`config.mk`:
```
export PLATFORM = sky130hd
export DESIGN_NAME = stable_priority_queue
export DESIGN_NICKNAME = d
export VERILOG_FILES = /design/src/rtl/spq_pkg.sv /design/src/rtl/spq_cell.sv /design/src/rtl/stable_priority_queue.sv
export VERILOG_INCLUDE_DIRS = /design/src /design/src/rtl
export SDC_FILE = /design/constraint.sdc
export NUM_CORES = 2
export LEC_CHECK = 0
export BUFFER_PORTS_ARGS = -buffer_cell sky130_fd_sc_hd__buf_2
export CAP_MARGIN = 25
export CORE_MARGIN = 2
export CORE_UTILIZATION = 49
export DETAILED_ROUTE_END_ITERATION = 7
export PLACE_DENSITY = 0.72
export SLEW_MARGIN = 25
export SYNTH_ARGS = -nofsm -noshare
export SYNTH_HDL_FRONTEND = slang
export SYNTH_SLANG_ARGS = --single-unit
```
`constraint.sdc`:
```
create_clock -name clock -period 6.65 [get_ports clock]
set_input_delay 0.3325 -clock clock [delete_from_list [all_inputs] [get_ports clock]]
set_output_delay 0.3325 -clock clock [all_outputs]
set_load 0.05 [all_outputs]
```
`src/rtl/stable_priority_queue_assert.svh`:
```
// Assertion macros for the priority queue.
`ifndef STABLE_PRIORITY_QUEUE_ASSERT_SVH
`define STABLE_PRIORITY_QUEUE_ASSERT_SVH

`ifndef SYNTHESIS
`define SPQ_ASSERT_IMP(lbl, clk, rst, ante, cons) \
   lbl: assert property (@(posedge clk) disable iff (rst) (ante) |-> (cons)) \
      else $error("queue assertion failed");
`define SPQ_ASSERT_NXT(lbl, clk, rst, ante, cons) \
   lbl: assert property (@(posedge clk) disable iff (rst) (ante) |=> (cons)) \
      else $error("queue assertion failed");
`else
`define SPQ_ASSERT_IMP(lbl, clk, rst, ante, cons)
`define SPQ_ASSERT_NXT(lbl, clk, rst, ante, cons)
`endif

`endif

```
`src/rtl/spq_pkg.sv`:
```
package spq_pkg;

   localparam int CUST_W   = 16;
   localparam int TAG_W    = 32;
   localparam int PRIO_W   = 3;
   localparam int STATUS_W = 2;
   localparam int OCC_W    = 5;

   localparam logic CMD_INSERT = 1'b0;
   localparam logic CMD_SERVE  = 1'b1;

   localparam logic [STATUS_W-1:0] STATUS_OK    = 2'd0;
   localparam logic [STATUS_W-1:0] STATUS_EMPTY = 2'd1;
   localparam logic [STATUS_W-1:0] STATUS_FULL  = 2'd2;

   typedef struct packed {
      logic [CUST_W-1:0] customer;
      logic [TAG_W-1:0]  tag;
   } entry_type;

   typedef struct packed {
      logic insert;
      logic serve;
   } ctrl_type;

endpackage

```
`src/rtl/spq_cell.sv`:
```
module spq_cell #(
   parameter int PRIORITY_BITS = 3
) (
   input  logic                     clock,
   input  logic                     reset,
   input  spq_pkg::ctrl_type        ctrl,
   input  logic [PRIORITY_BITS-1:0] new_prio,
   input  spq_pkg::entry_type       new_data,
   input  logic                     prev_valid,
   input  logic                     prev_displace,
   input  logic [PRIORITY_BITS-1:0] prev_prio,
   input  spq_pkg::entry_type       prev_data,
   input  logic                     next_valid,
   input  logic [PRIORITY_BITS-1:0] next_prio,
   input  spq_pkg::entry_type       next_data,
   output logic                     valid,
   output logic                     displace,
   output logic [PRIORITY_BITS-1:0] prio,
   output spq_pkg::entry_type       data
);
   import spq_pkg::*;

   logic                     valid_ff, valid_in;
   logic [PRIORITY_BITS-1:0] prio_ff, prio_in;
   entry_type                data_ff, data_in;

   // entry here moves down on insert when it is empty or ranks below the new one
   assign displace = !valid_ff || (prio_ff < new_prio);

   always_comb begin
      valid_in = valid_ff;
      prio_in  = prio_ff;
      data_in  = data_ff;
      if (ctrl.insert) begin
         valid_in = valid_ff | prev_valid;
         if (prev_displace) begin
            prio_in = prev_prio;
            data_in = prev_data;
         end else if (displace) begin
            prio_in = new_prio;
            data_in = new_data;
         end
      end else if (ctrl.serve) begin
         valid_in = next_valid;
         prio_in  = next_prio;
         data_in  = next_data;
      end
   end

   always_ff @(posedge clock) begin
      if (reset) begin
         valid_ff <= 1'b0;
      end else begin
         valid_ff <= valid_in;
      end
   end

   always_ff @(posedge clock) begin
      prio_ff <= prio_in;
      data_ff <= data_in;
   end

   assign valid = valid_ff;
   assign prio  = prio_ff;
   assign data  = data_ff;

endmodule

```
`src/rtl/stable_priority_queue.sv`:
```
// Stable priority queue: start with busy low issues one command (insert or
// serve); busy is always low, so a command may be issued every cycle. Each
// command returns one status item on the rsp_ ports, marked by rsp_strobe,
// in the cycle after it was accepted; the receiver cannot stall and must
// take it in that cycle. Storage is a row of QUEUE_DEPTH cells kept sorted
// highest priority first; an insert shifts the tail down one cell and a
// serve shifts all cells up one, both registered when the command is accepted.
// Equal priorities leave in arrival order. A full queue drops inserts and
// reports full; an empty queue reports empty on serve.
`include "stable_priority_queue_assert.svh"

module stable_priority_queue #(
   parameter int QUEUE_DEPTH   = 16,
   parameter int PRIORITY_BITS = 3
) (
   input  logic                          clock,
   input  logic                          reset,
   input  logic                          start,
   output logic                          busy,
   input  logic                          req_command,
   input  logic [spq_pkg::CUST_W-1:0]    req_customer_number,
   input  logic [spq_pkg::PRIO_W-1:0]    req_priority_level,
   input  logic [spq_pkg::TAG_W-1:0]     req_order_tag,
   output logic                          rsp_strobe,
   output logic [spq_pkg::STATUS_W-1:0]  rsp_status,
   output logic                          rsp_served_valid,
   output logic [spq_pkg::CUST_W-1:0]    rsp_served_customer,
   output logic [spq_pkg::PRIO_W-1:0]    rsp_served_priority,
   output logic [spq_pkg::TAG_W-1:0]     rsp_served_tag,
   output logic [spq_pkg::OCC_W-1:0]     rsp_occupancy
);
   import spq_pkg::*;

   localparam int CNT_W  = $clog2(QUEUE_DEPTH + 1);
   localparam int OCCX_W = (CNT_W > OCC_W) ? CNT_W : OCC_W;
   localparam int PX_W   = (PRIORITY_BITS > PRIO_W) ? PRIORITY_BITS : PRIO_W;

   logic [CNT_W-1:0] count_ff, count_in;

   logic                     valid_w    [QUEUE_DEPTH];
   logic                     displace_w [QUEUE_DEPTH];
   logic [PRIORITY_BITS-1:0] prio_w     [QUEUE_DEPTH];
   entry_type                data_w     [QUEUE_DEPTH];

   logic                     full, empty, accept;
   ctrl_type                 ctrl;
   logic [PX_W-1:0]          prio_ext;
   logic [PRIORITY_BITS-1:0] new_prio;
   entry_type                new_data;

   logic                  strobe_ff;
   logic [STATUS_W-1:0]   status_ff, status_in;
   logic                  served_ff, served_in;
   logic [CUST_W-1:0]     cust_ff, cust_in;
   logic [PRIO_W-1:0]     sprio_ff, sprio_in;
   logic [TAG_W-1:0]      tag_ff, tag_in;
   logic [PX_W-1:0]       head_prio_ext;
   logic [OCCX_W-1:0]     occ_ext;

   assign busy   = 1'b0;
   assign accept = start && !busy;
   assign full   = valid_w[QUEUE_DEPTH-1];
   assign empty  = !valid_w[0];

   assign ctrl.insert = accept && (req_command == CMD_INSERT) && !full;
   assign ctrl.serve  = accept && (req_command == CMD_SERVE) && !empty;

   assign prio_ext          = PX_W'(req_priority_level);
   assign new_prio          = prio_ext[PRIORITY_BITS-1:0];
   assign new_data.customer = req_customer_number;
   assign new_data.tag      = req_order_tag;

   generate
      for (genvar i = 0; i < QUEUE_DEPTH; i++) begin : g_cell
         logic                     pv, pd, nv;
         logic [PRIORITY_BITS-1:0] pp, np;
         entry_type                pdat, ndat;
         if (i == 0) begin : g_head
            assign pv   = 1'b1;
            assign pd   = 1'b0;
            assign pp   = new_prio;
            assign pdat = new_data;
         end else begin : g_body
            assign pv   = valid_w[i-1];
            assign pd   = displace_w[i-1];
            assign pp   = prio_w[i-1];
            assign pdat = data_w[i-1];
         end
         if (i == QUEUE_DEPTH - 1) begin : g_tail
            assign nv   = 1'b0;
            assign np   = prio_w[i];
            assign ndat = data_w[i];
         end else begin : g_mid
            assign nv   = valid_w[i+1];
            assign np   = prio_w[i+1];
            assign ndat = data_w[i+1];
         end
         spq_cell #(
            .PRIORITY_BITS(PRIORITY_BITS)
         ) u_cell (
            .clock        (clock),
            .reset        (reset),
            .ctrl         (ctrl),
            .new_prio     (new_prio),
            .new_data     (new_data),
            .prev_valid   (pv),
            .prev_displace(pd),
            .prev_prio    (pp),
            .prev_data    (pdat),
            .next_valid   (nv),
            .next_prio    (np),
            .next_data    (ndat),
            .valid        (valid_w[i]),
            .displace     (displace_w[i]),
            .prio         (prio_w[i]),
            .data         (data_w[i])
         );
      end
   endgenerate

   assign head_prio_ext = PX_W'(prio_w[0]);

   always_comb begin
      count_in  = count_ff;
      status_in = STATUS_OK;
      served_in = 1'b0;
      cust_in   = '0;
      sprio_in  = '0;
      tag_in    = '0;
      if (req_command == CMD_INSERT) begin
         if (full) begin
            status_in = STATUS_FULL;
         end else begin
            count_in = count_ff + CNT_W'(1);
         end
      end else begin
         if (empty) begin
            status_in = STATUS_EMPTY;
         end else begin
            count_in  = count_ff - CNT_W'(1);
            served_in = 1'b1;
            cust_in   = data_w[0].customer;
            sprio_in  = head_prio_ext[PRIO_W-1:0];
            tag_in    = data_w[0].tag;
         end
      end
   end

   always_ff @(posedge clock) begin
      if (reset) begin
         count_ff  <= '0;
         strobe_ff <= 1'b0;
      end else begin
         strobe_ff <= accept;
         if (accept) begin
            count_ff <= count_in;
         end
      end
   end

   always_ff @(posedge clock) begin
      if (accept) begin
         status_ff <= status_in;
         served_ff <= served_in;
         cust_ff   <= cust_in;
         sprio_ff  <= sprio_in;
         tag_ff    <= tag_in;
      end
   end

   assign occ_ext = OCCX_W'(count_ff);

   assign rsp_strobe          = strobe_ff;
   assign rsp_status          = status_ff;
   assign rsp_served_valid    = served_ff;
   assign rsp_served_customer = cust_ff;
   assign rsp_served_priority = sprio_ff;
   assign rsp_served_tag      = tag_ff;
   assign rsp_occupancy       = occ_ext[OCC_W-1:0];

   `SPQ_ASSERT_IMP(a_full_count, clock, reset, 1'b1, (count_ff == CNT_W'(QUEUE_DEPTH)) == full)
   `SPQ_ASSERT_IMP(a_empty_count, clock, reset, 1'b1, (count_ff == '0) == empty)
   `SPQ_ASSERT_NXT(a_insert_grows, clock, reset, ctrl.insert && !reset,
                   count_ff == $past(count_ff) + CNT_W'(1))
   `SPQ_ASSERT_NXT(a_one_result, clock, reset, accept && !reset, rsp_strobe)

endmodule
```
==> impl_metrics.prom <==
# TYPE chip_impl_metric gauge
chip_impl_metric{name="finalCriticalPeriod",unit="ns"} 3.976
chip_impl_info{name="ys_dominant_reg_cell",value="edfxtp_1"} 1
chip_impl_metric{name="tritoncts.num_buffers",unit=""} 92
chip_impl_metric{name="final-hold-violation-count",unit=""} 0
chip_impl_metric{name="synth.yosys.warnings",unit=""} 0
chip_impl_metric{name="synth_cells",unit=""} 5015
chip_impl_metric{name="timing.critical_path.arrival",unit="ns"} 4.29
chip_impl_metric{name="worst-r2r-cell-count",unit=""} 5
chip_impl_metric{name="max-vdd-ir-drop",unit="mV"} 0.2164
chip_impl_metric{name="final_util",unit=""} 0.5236
chip_impl_info{name="worst_setup_path_startpoint",value="g_cell[0].u_cell.valid$_SDFFE_PP0P_"} 1
chip_impl_metric{name="multiInputGateArea",unit="µm²"} 20580
chip_impl_metric{name="timing.slew.headroom",unit=""} 0.2534
chip_impl_metric{name="initialDrtViolationCount",unit=""} 5481
chip_impl_info{name="cts_root_buf",value="clkbuf_16"} 1
chip_impl_metric{name="die_width",unit="µm"} 324.1
chip_impl_metric{name="maxCapViolCount",unit=""} 0
chip_impl_metric{name="track_usage",unit=""} 0.2463
chip_impl_metric{name="seq_area_frac_synth",unit=""} 0.5290
chip_impl_info{name="rsz0062_at_grt",value="false"} 1
chip_impl_metric{name="synth_fp_nets",unit=""} 5104
chip_impl_metric{name="drc",unit=""} 0
chip_impl_metric{name="rows",unit=""} 117
chip_impl_metric{name="drt_first_pass_iters",unit=""} 8
chip_impl_metric{name="finalWirelength",unit="µm"} 134000
chip_impl_info{name="tritoncts_clock_tree",value="done"} 1
chip_impl_metric{name="layout-drive-gt1-share",unit=""} 0.09270
chip_impl_metric{name="grt_start_max_net_pins",unit=""} 217
chip_impl_metric{name="achievable-frequency",unit="GHz"} 0.2515
chip_impl_metric{name="floorplan.die_area",unit="µm²"} 105100
chip_impl_metric{name="power.density_cell_area",unit="nW/µm²"} 264.6
chip_impl_metric{name="report.final.setup_viol",unit=""} 0
chip_impl_metric{name="synth_async_sr_flop_share",unit=""} 0
chip_impl_metric{name="grt_first_pass_wirelength",unit="µm"} 209900
chip_impl_metric{name="drt-wirelength-per-cell",unit="µm"} 22.33
chip_impl_metric{name="vias",unit=""} 40640
chip_impl_metric{name="area.growth.synth_to_final",unit="%"} 6.072
chip_impl_metric{name="yosys_register_bits",unit=""} 892
chip_impl_info{name="synth_top_area_cell",value="edfxtp_1"} 1
chip_impl_info{name="run_status",value="completed"} 1
chip_impl_metric{name="whs_path_depth",unit=""} 2
chip_impl_metric{name="crit_fanout",unit=""} 107
chip_impl_metric{name="dp_hpwl",unit="µm"} 92830
chip_impl_metric{name="cts.path.max_buffers",unit=""} 3
chip_impl_metric{name="clkSlewWorstSetupHoldPaths",unit="ns"} 0.06
chip_impl_metric{name="synthesis.area",unit="µm²"} 50220
chip_impl_metric{name="floorplan.initialDensity",unit=""} 0.4936
chip_impl_metric{name="skew",unit="ns"} 0.01994
chip_impl_info{name="hp-start",value="reset"} 1
chip_impl_info{name="timing.hold.worst.class",value="input pin to flop"} 1
chip_impl_metric{name="cts.htree.levels",unit=""} 3
chip_impl_metric{name="place.gp.congestion",unit=""} 0.8528
chip_impl_metric{name="insertion_delay",unit="ns"} 0.67
chip_impl_metric{name="worst_margin_pin_slew",unit="ns"} 1.120
chip_impl_metric{name="timing.critical_path.required",unit="ns"} 6.96
chip_impl_metric{name="tritoncts_num_sinks",unit=""} 892
chip_impl_metric{name="grt_antenna_before_repair",unit=""} 6
chip_impl_metric{name="die_height",unit="µm"} 324.1
chip_impl_metric{name="grt_overflow_total",unit=""} 0
chip_impl_metric{name="placeableCoreArea",unit="µm²"} 101700
chip_impl_metric{name="remaining_antenna_violation_count_after_routing",unit=""} 0
chip_impl_metric{name="layout.nets",unit=""} 4642
chip_impl_metric{name="detail_route.vias_per_cell",unit=""} 6.774
chip_impl_info{name="layout.cells.most_common_list",value="edfxtp_1, nor2_1, a31oi_1"} 1
chip_impl_metric{name="fin_crit_sh",unit=""} 0.5979
chip_impl_metric{name="synth_enable_flop_cells",unit=""} 870
chip_impl_info{name="yosys-top-cells-area",value="edfxtp_1, o31ai_1, a31oi_1, nand4_1, nor2_1"} 1
chip_impl_metric{name="slew_violations",unit=""} 0
chip_impl_metric{name="via_count_of_the_first_global_routing_pass",unit=""} 36270
chip_impl_info{name="crit_type",value="flop to flop"} 1
chip_impl_info{name="worst_r2r_startpoint",value="g_cell[0].u_cell.valid$_SDFFE_PP0P_"} 1
chip_impl_info{name="commonest_non_fill_non_tap_cell_in_the_layout",value="edfxtp_1"} 1
chip_impl_info{name="endpoint_kind",value="flop"} 1
chip_impl_info{name="critical_path.startpoint_type",value="flop"} 1
chip_impl_metric{name="yosysUniqueCellTypes",unit=""} 42
chip_impl_metric{name="ff_latch_area",unit="µm²"} 26580
chip_impl_metric{name="post_cts_resize_count",unit=""} 0
chip_impl_metric{name="io_buffers",unit=""} 114
chip_impl_metric{name="power.static_leakage",unit="nW"} 16.30
chip_impl_metric{name="fillers",unit=""} 8777
chip_impl_metric{name="synthesis.area_per_instance",unit="µm²"} 10.01
chip_impl_metric{name="ios",unit=""} 116
chip_impl_metric{name="tns",unit="ns"} 0
chip_impl_metric{name="synth.top_cell.area_share",unit=""} 0.5202
[stage by stage]
stage,power (W),hold WS (ns),area [µm²],cells,setup WS [ns]
floorplan,0.008668,0.4450,50220,5015,1.198
global placement,0.009081,0.4766,50250,5821,2.480
detailed placement,0.009159,0.4813,50260,5821,2.402
CTS,0.01407,0.1657,53120,5991,2.709
global route,0.01458,0.2093,53270,5999,2.504
finish,0.01410,0.1903,53270,5999,2.674
[power breakdown]
part / internal [W] / switching, W
combinational: 0.000582 / 0.00166
sequential: 0.00664 / 0.000251
clock: 0.00279 / 0.00218
total: 0.0100 / 0.00409
[logic make-up after synthesis]
group,synth area share
XOR/XNOR,0.0001744
buffers and inverters,0.06899
adder cells (fa/ha/maj),0.008621
other,0.00007467
AO/OA/AOI/OAI,0.2082
flip-flops,0.5290
multiplexers,0.01186
AND/OR/NAND/NOR,0.1731
[Yosys cell counts, types with 3 or more instances]
library cell  number
nand2b_4          10
nand4_1          714
nor3_1            27
a211oi_4          10
and3_1            52
nand3_1            6
buf_2             72
mux2_1            51
ha_1              33
nor2_1           751
o21ai_0            3
inv_2             16
buf_1            113
a21oi_1           19
a31oi_1          728
buf_4              8
o31ai_1          714
dfxtp_1           22
nand2b_1           7
or2_2             14
clkbuf_1         518
buf_6             52
nand2_1          161
inv_1              8
a211oi_2           5
a211o_1           14
edfxtp_1         870
[metal layers]
layer | share of wire | GRT usage | routed length, µm | vias to the layer above
li1 | - | - | - | 19010
met3 | 0.11 | 0.03434 | 14310 | 157
met2 | 0.42 | 0.3579 | 56820 | 2275
met4 | 0.016 | 0.05165 | 2171 | 0
met5 | 0 | 0 | 0 | -
met1 | 0.45 | 0.3890 | 60680 | 19190
[sequential cells by signal, summed over array words and instances (netlist names)]
signal	flops
g_cell.u_cell.data	768
rsp_served_tag	32
rsp_served_valid	1
rsp_occupancy	5
rsp_status	2
rsp_served_priority	3
g_cell.u_cell.prio	48
rsp_strobe	1
g_cell.u_cell.valid	16
rsp_served_customer	16
[final timing paths]
check                                                      endpoint  slack, ns
worst max register to register  g_cell[12].u_cell.data[0]$_DFFE_PP_       2.67
worst min-delay path            g_cell[0].u_cell.valid$_SDFFE_PP0P_       0.19
worst min register to register        rsp_occupancy[2]$_SDFFE_PP0P_       0.50
worst max-delay path            g_cell[12].u_cell.data[0]$_DFFE_PP_       2.67
[final cells by class]
class / count / share of cell area
Clock buffer: 119 / 0.04684
Antenna cell: 3 / 0.0001409
Inverter: 24 / 0.001832
Clock inverter: 50 / 0.006671
Sequential cell: 892 / 0.4990
Multi-Input combinational cell: 3336 / 0.3863
Tap cell: 1368 / 0.03213
Timing Repair Buffer: 207 / 0.02715
[repair_timing]
action | 4_1_cts | 5_1_grt
hold endpoints to repair | 1 | 0
buffers inserted | 0 | 0
hold buffers | 1 | 0
[critical path, cell delays in order (launching register included)]
cell and delay (ns):
dfxtp_4 1.02, nand2b_1 0.27, nand3_2 0.67, buf_4 0.50, a31oi_4 0.59, buf_4 0.49
Power figures use the tool's default switching activity.
